$ cat src/hw/rtl/trle_pkg.sv
// Shared types and constants for the transparent run-length encoder.
// No dependencies; imported by trle_step, trle_outq and the top level.
`default_nettype none

package trle_pkg;

  localparam int DefMaxRun     = 127;
  localparam int DefOffsetW    = 28;
  localparam int OutOffsetW    = 28;
  localparam int RunW          = 7;
  localparam int PixelW        = 8;
  localparam int MaxResults    = 4;
  localparam int NumW          = $clog2(MaxResults + 1);
  localparam int QueueDepth    = 8;
  localparam int QueueCntW     = $clog2(QueueDepth + 1);
  localparam int QueueIdxW     = $clog2(QueueDepth);
  localparam int InDataW       = 8;
  localparam int OutDataW      = 40;

  localparam logic [PixelW-1:0] TransFlag = 8'h80;
  localparam logic [PixelW-1:0] RowTerm   = 8'h80;

  typedef struct packed {
    logic                  last;
    logic [OutOffsetW-1:0] offset;
    logic [PixelW-1:0]     data;
  } result_t;

  typedef struct packed {
    logic [NumW-1:0]                 num;
    result_t [MaxResults-1:0]        res;
  } push_t;

endpackage

`default_nettype wire

$ cat src/hw/rtl/trle_step.sv
// Encoder state and per-pixel step logic: run tracking, offsets, result set.
// Depends on trle_pkg.
`default_nettype none

module trle_step #(
  parameter int MAX_RUN      = trle_pkg::DefMaxRun,
  parameter int OFFSET_WIDTH = trle_pkg::DefOffsetW
) (
  input  wire logic                        clk_i,
  input  wire logic                        rst_ni,
  input  wire logic                        accept_i,
  input  wire logic [trle_pkg::PixelW-1:0] pixel_i,
  input  wire logic                        row_end_i,
  input  wire logic                        image_start_i,
  output trle_pkg::push_t                  push_o
);
  import trle_pkg::*;

  logic [OFFSET_WIDTH-1:0] wo_q, wo_d, co_q, co_d;
  logic [RunW-1:0]         len_q, len_d;
  logic                    rt_q, rt_d, open_q, open_d;
  logic                    trans;
  push_t                   push;

  function automatic result_t mk_res(logic [PixelW-1:0] b, logic [OFFSET_WIDTH-1:0] off);
    logic [OFFSET_WIDTH+OutOffsetW-1:0] ext;
    result_t r;
    ext      = {{OutOffsetW{1'b0}}, off};
    r.last   = 1'b0;
    r.offset = ext[OutOffsetW-1:0];
    r.data   = b;
    return r;
  endfunction

  always_comb begin
    trans  = (pixel_i == '0);
    push   = '0;
    wo_d   = wo_q;
    co_d   = co_q;
    len_d  = len_q;
    rt_d   = rt_q;
    open_d = open_q;

    if (image_start_i) begin
      open_d = 1'b0;
      len_d  = '0;
      wo_d   = '0;
      co_d   = '0;
    end

    // pixel of the other kind closes the open run
    if (open_d && (rt_d != trans)) begin
      if (!rt_d) begin
        push.res[push.num[1:0]] = mk_res({1'b0, len_d}, co_d);
        push.num = push.num + NumW'(1);
      end else begin
        push.res[push.num[1:0]] = mk_res(TransFlag | {1'b0, len_d}, wo_d);
        push.num = push.num + NumW'(1);
        wo_d = wo_d + OFFSET_WIDTH'(1);
      end
      open_d = 1'b0;
      len_d  = '0;
    end

    if (!open_d) begin
      open_d = 1'b1;
      rt_d   = trans;
      len_d  = '0;
      if (!trans) begin
        co_d = wo_d;
        wo_d = wo_d + OFFSET_WIDTH'(1);
      end
    end

    if (!trans) begin
      push.res[push.num[1:0]] = mk_res(pixel_i, wo_d);
      push.num = push.num + NumW'(1);
      wo_d = wo_d + OFFSET_WIDTH'(1);
    end
    len_d = len_d + RunW'(1);

    if (row_end_i) begin
      // trailing transparent run is dropped
      if (!rt_d) begin
        push.res[push.num[1:0]] = mk_res({1'b0, len_d}, co_d);
        push.num = push.num + NumW'(1);
      end
      push.res[push.num[1:0]] = mk_res(RowTerm, wo_d);
      push.num = push.num + NumW'(1);
      wo_d   = wo_d + OFFSET_WIDTH'(1);
      open_d = 1'b0;
      len_d  = '0;
    end else if (len_d >= RunW'(MAX_RUN)) begin
      if (!rt_d) begin
        push.res[push.num[1:0]] = mk_res({1'b0, len_d}, co_d);
        push.num = push.num + NumW'(1);
      end else begin
        push.res[push.num[1:0]] = mk_res(TransFlag | {1'b0, len_d}, wo_d);
        push.num = push.num + NumW'(1);
        wo_d = wo_d + OFFSET_WIDTH'(1);
      end
      open_d = 1'b0;
      len_d  = '0;
    end

    for (int k = 0; k < MaxResults; k++) begin
      push.res[k].last = (NumW'(k + 1) == push.num);
    end
  end

  assign push_o = push;

  always_ff @(posedge clk_i or negedge rst_ni) begin
    if (!rst_ni) begin
      wo_q   <= '0;
      co_q   <= '0;
      len_q  <= '0;
      rt_q   <= 1'b0;
      open_q <= 1'b0;
    end else if (accept_i) begin
      wo_q   <= wo_d;
      co_q   <= co_d;
      len_q  <= len_d;
      rt_q   <= rt_d;
      open_q <= open_d;
    end
  end

endmodule

`default_nettype wire

$ cat src/hw/rtl/trle_outq.sv
// Result queue: takes up to four results per cycle, hands out one per cycle while ready_i is high.
// Head entry is the registered output. Depends on trle_pkg.
`default_nettype none

module trle_outq (
  input  wire logic    clk_i,
  input  wire logic    rst_ni,
  input  wire logic    push_en_i,
  input  wire trle_pkg::push_t push_i,
  output logic         space_o,
  output logic         valid_o,
  input  wire logic    ready_i,
  output trle_pkg::result_t head_o
);
  import trle_pkg::*;

  result_t               q_q [QueueDepth];
  result_t               q_d [QueueDepth];
  logic [QueueCntW-1:0]  cnt_q, cnt_d, cnt_after;
  logic [QueueIdxW-1:0]  idx;
  logic                  pop;

  assign valid_o = (cnt_q != '0);
  assign head_o  = q_q[0];
  assign space_o = (cnt_q <= QueueCntW'(QueueDepth - MaxResults));
  assign pop     = valid_o && ready_i;

  always_comb begin
    cnt_after = cnt_q - {{(QueueCntW-1){1'b0}}, pop};
    idx       = '0;
    for (int i = 0; i < QueueDepth; i++) begin
      if (pop && (i < QueueDepth - 1)) begin
        q_d[i] = q_q[i+1];
      end else begin
        q_d[i] = q_q[i];
      end
    end
    cnt_d = cnt_after;
    if (push_en_i) begin
      for (int k = 0; k < MaxResults; k++) begin
        idx = cnt_after[QueueIdxW-1:0] + QueueIdxW'(k);
        if (NumW'(k) < push_i.num) begin
          q_d[idx] = push_i.res[k];
        end
      end
      cnt_d = cnt_after + QueueCntW'(push_i.num);
    end
  end

  always_ff @(posedge clk_i) begin
    q_q <= q_d;
  end

  always_ff @(posedge clk_i or negedge rst_ni) begin
    if (!rst_ni) begin
      cnt_q <= '0;
    end else begin
      cnt_q <= cnt_d;
    end
  end

endmodule

`default_nettype wire

$ cat src/hw/rtl/transparent_run_length_encoder.sv
// Transparent run-length encoder, top level.
// Depends on trle_pkg, trle_step, trle_outq.
//
// Usage: pixels enter on the s_axis channel, one 8-bit palette index per
// transaction, with tlast marking the last pixel of a row and tuser marking
// the first pixel of an image. Each pixel yields zero to four encoded bytes
// on the m_axis channel, each with its byte offset in the image's stream;
// m_axis_tlast marks the final byte caused by a pixel. Pixels that cause no
// byte (transparent, not ending a row or a run) produce no transaction.
// The bytes of a pixel reach m_axis from the registered head of the result
// queue, behind any bytes still queued. One pixel per cycle is taken as long as the
// eight-entry result queue holds at most four bytes; the output sends one
// byte per cycle while m_axis_tready is high.
// Reset clears the run state, the offset counter and the queue.
// When the receiver stalls, queued bytes hold and s_axis_tready drops once
// the queue could not take a pixel's worst-case four bytes.
`default_nettype none

module transparent_run_length_encoder #(
  parameter int MAX_RUN      = trle_pkg::DefMaxRun,
  parameter int OFFSET_WIDTH = trle_pkg::DefOffsetW
) (
  input  wire logic                          clk_i,
  input  wire logic                          rst_ni,
  input  wire logic                          s_axis_tvalid,
  output logic                               s_axis_tready,
  input  wire logic [trle_pkg::InDataW-1:0]  s_axis_tdata,  // [7:0] pixel
  input  wire logic                          s_axis_tlast,  // row_end
  input  wire logic                          s_axis_tuser,  // image_start
  output logic                               m_axis_tvalid,
  input  wire logic                          m_axis_tready,
  output logic [trle_pkg::OutDataW-1:0]      m_axis_tdata,  // [7:0] out_byte, [35:8] out_offset
  output logic                               m_axis_tlast   // last
);
  import trle_pkg::*;

  logic    accept;
  push_t   push;
  result_t head;

  assign accept = s_axis_tvalid && s_axis_tready;

  trle_step #(
    .MAX_RUN     (MAX_RUN),
    .OFFSET_WIDTH(OFFSET_WIDTH)
  ) u_step (
    .clk_i        (clk_i),
    .rst_ni       (rst_ni),
    .accept_i     (accept),
    .pixel_i      (s_axis_tdata[PixelW-1:0]),
    .row_end_i    (s_axis_tlast),
    .image_start_i(s_axis_tuser),
    .push_o       (push)
  );

  trle_outq u_outq (
    .clk_i    (clk_i),
    .rst_ni   (rst_ni),
    .push_en_i(accept),
    .push_i   (push),
    .space_o  (s_axis_tready),
    .valid_o  (m_axis_tvalid),
    .ready_i  (m_axis_tready),
    .head_o   (head)
  );

  assign m_axis_tdata = {{(OutDataW-OutOffsetW-PixelW){1'b0}}, head.offset, head.data};
  assign m_axis_tlast = head.last;

endmodule

`default_nettype wire

$ cat config.mk
export PLATFORM = sky130hd
export DESIGN_NAME = transparent_run_length_encoder
export DESIGN_NICKNAME = d
export VERILOG_FILES = /design/src/hw/rtl/trle_pkg.sv /design/src/hw/rtl/trle_step.sv /design/src/hw/rtl/trle_outq.sv /design/src/hw/rtl/transparent_run_length_encoder.sv
export SDC_FILE = /design/constraint.sdc
export NUM_CORES = 2
export LEC_CHECK = 0
export ABC_CLOCK_PERIOD_IN_PS = 10870
export BUFFER_PORTS_ARGS = -buffer_cell sky130_fd_sc_hd__buf_2
export CORE_UTILIZATION = 40
export DETAILED_ROUTE_END_ITERATION = 7
export SYNTH_ARGS = -nofsm -noshare
export SYNTH_HDL_FRONTEND = slang
export SYNTH_SLANG_ARGS = --single-unit
$ cat constraint.sdc
create_clock -name clk_i -period 10.87 [get_ports clk_i]
set_clock_uncertainty 0.1 [all_clocks]
set_input_delay 3.261 -clock clk_i [delete_from_list [all_inputs] [get_ports clk_i]]
set_output_delay 3.261 -clock clk_i [all_outputs]
set_load 0.02 [all_outputs]
==> impl_results.md <==
- Int Pwr: 0.00528 W
- First-pass GRT wire length: 220 mm
- DR vias/cell: 6.97
- CTS H-tree depth: 2
- Post-place instance area: 31,300 um2
- Max-Slew Margin vs Limit: 8.68%
- Setup violators final: 0
- Area Growth Syn to Fin: 9.28%
- Buffers on Ports: 52
- Largest net degree at the start of global routing: 157
- Clock transition at path regs: 0.06 ns
- Final period util: 86.6%
- Post-CTS Resized: 0
- DIE HEIGHT: 276 um
- Minimum clock period: 9.41 ns
- Mapped Cells: 4,227
- Number of cells in the finished layout apart from fillers: 5,088
- Total power: 0.0107 W
- Switching Fraction: 50.5%
- CTS max path bufs: 3
- Starting DRT DRC Count: 5,772
- Yosys Warn Count: 0
- Outcome: finished clean
- Net switching power: 0.00539 W
- DR DRC count: 0
- Share of layout cells above drive strength 1: 9.33%
- CP endpoint kind: flip-flop
- CTS buffer count: 46
- Sink Count: 365
- RSZ-0062 raised after global routing: no
- Vias in the first global route: 32,200
- Final hold vios: 0
- Clock power frac: 14.7%
- Row count: 99
- Setup TNS Final: 0 ns
- # Post-CTS Setup Buffers: 0
- I/O pin total: 57
- Highest net fanout along the worst path: 10
- Initial Util: 40.7%
- Synth Cell Area: 30,000 um2
- Root Driver: clkbuf_16
- Fmax: 0.106 GHz
- Maxcap violations: 0
- Cts hold-fix bufs: 0
- Commonest non-fill, non-tap cell in the layout: nand2_1
- Flop pwr share: 23.1%
- Distinct cells, synth: 90
- Ys async rst share: 18.9%
- Final core occ: 44.5%
- WP data arrival: 9.76 ns
- Max Slew Vio Count: 0
- Main synth FF type: dfxtp_1
- Post-DR wirelength/cell: 29.9 um
- Sequential area share after synthesis: 26.8%
- Initial antenna violation count: 4
- Antenna-violating nets left: 0
- Power Dens Cells: 326 nW/um2
- Die width: 276 um
- Most frequent cells in the layout: nand2_1 (671), a21oi_1 (438), nor2_1 (412), o21ai_0 (314), dfxtp_1 (259)
- Total GRT Usage: 38.8%
- Drt total wl: 152 mm
- Max IR drop VDD: 0.187 mV
- Placed cells: 5,001
- CTS tree: yes
- DR pass1 iterations: 8
- Final nets: 4,118
- Die area: 76,000 um2
- Combinational share of power: 62.2%
- Global route total overflow: 0
- Worst min path class: flip-flop to flip-flop
- Worst-Skew Late Latency: 0.62 ns
- GPL Wtd Cong: 1.02
- DR vias: 35,500
- Final Instance Area: 32,700 um2
- Syn Area/Cell: 7.09 um2
- Crit Path Class: input port to flip-flop
- Post-synth EDFFs: 37
- Dpl hpwl: 102 mm
- Startpoint types: input port
- Number of synthesized register bits: 365
- Core box area: 73,600 um2
- Worst path required time: 11.21 ns
- Leak Pwr: 12.3 nW
- Slew @ Worst Pin: 1.37 ns
-- metal layers --
| metal | vias to the layer above | global-route usage (%) | routed length [um] | part of all wire (%) |
|---|---|---|---|---|
| li1 | 15400 | - | - | - |
| met1 | 16600 | 49.4 | 57300 | 38 |
| met2 | 2836 | 57.0 | 62300 | 41 |
| met3 | 705 | 11.4 | 20900 | 14 |
| met4 | 2 | 25.3 | 11700 | 7.7 |
| met5 | - | 0 | 13 | 0.0085 |
-- area by class of cell --
cell class              instances  area (um2)
diodes                          2        5.00
clock buffers                  76        1420
clock inverters                 9        51.3
fillers                      7650       40800
inverters                      22        97.6
multi-input cells            3432       20300
flip-flops and latches        365        8020
well taps                     959        1200
repair buffers                223        1610
-- critical path, stage by stage --
cell,delay (ns)
buf_2,0.14
nor4_4,0.72
a21oi_4,0.20
nand2_1,0.11
o21ai_0,0.14
ha_1,0.30
nor4bb_1,0.27
o21ai_0,0.18
and3_1,0.25
or4_1,0.52
nor4b_1,0.78
o211ai_1,0.49
nor3_2,0.53
and4_1,0.31
a21o_1,0.16
nand2_1,0.29
o21ai_0,0.71
o21ai_0,0.21
a22oi_1,0.17
-- Yosys cell counts (37+ instances only) --
master	number	area [um2]
dfrtp_1	69	1730
nand3_1	124	621
o21ai_0	314	1570
xnor2_1	66	578
clkbuf_1	314	1180
buf_4	41	308
xor2_1	43	377
o221ai_1	46	403
a311oi_1	40	350
o211ai_1	161	1210
mux2i_1	247	2470
nor2_1	435	1630
buf_1	46	173
dfxtp_1	259	5180
edfxtp_1	37	1110
a211oi_1	98	736
nor3_1	77	385
a22oi_1	50	375
a31oi_1	71	444
a21oi_1	439	2200
nand2_1	682	2560
o22ai_1	88	551
-- registers in the layout (all words and copies together), names as in the netlist --
| register | count |
|---|---|
| u_outq.head_o | 37 |
| u_step.wo_q | 28 |
| u_outq.q_q | 259 |
| u_step.co_q | 28 |
| u_step.len_q | 7 |
| u_outq.cnt_q | 4 |
| u_step.open_q | 1 |
| u_step.rt_q | 1 |
-- power groups by stage --
stage	sequential (W)	clock [W]	combinational [W]
after detailed placement	0.00246	0	0.00632
after global routing	0.00250	0.00162	0.00708
after floorplan	0.00228	0	0.00461
after global placement	0.00245	0	0.00625
final	0.00246	0.00157	0.00663
after CTS	0.00243	0.00157	0.00634
-- stage by stage --
stage          setup WS, ns  hold slack, ns
5_1_grt                1.11           0.380
2_1_floorplan          1.69           0.340
4_1_cts                1.73           0.366
6_report               1.46           0.363
3_5_place_dp           1.15           0.357
3_3_place_gp           1.11           0.357
-- cell families (layout without fill, tap and decap cells) --
kind of cell / Yosys count / in the layout / synth area share, %
adder cells (fa/ha/maj): 14 / 14 / 0.610
flip-flops: 365 / 365 / 26.8
AO/OA/AOI/OAI: 1558 / 1558 / 33.4
XOR/XNOR: 109 / 109 / 3.19
multiplexers: 250 / 250 / 8.36
AND/OR/NAND/NOR: 1497 / 1497 / 21.7
other: 1 / 6 / 0.0125
buffers and inverters: 433 / 330 / 5.98
-- worst paths after layout --
| path | from | to | slack [ns] | cells after the start |
|---|---|---|---|---|
| worst max-delay path | s_axis_tdata[7] | u_outq.q_q[31]$_DFFE_PP_ | 1.46 | 19 |
| min in group asynchronous | rst_ni | u_step.co_q[4]$_DFFE_PN0P_ | 2.75 | 1 |
| worst max register to register | u_step.rt_q$_DFFE_PN0P_ | u_outq.q_q[31]$_DFFE_PP_ | 3.78 | 18 |
| worst min register to register | u_outq.q_q[138]$_DFF_P_ | u_outq.q_q[138]$_DFF_P_ | 0.36 | 2 |
| max in group asynchronous | rst_ni | u_step.wo_q[23]$_DFFE_PN0P_ | 7.22 | 1 |
| worst min-delay path | u_outq.q_q[138]$_DFF_P_ | u_outq.q_q[138]$_DFF_P_ | 0.36 | 2 |
(Power assumes the default switching activity.)
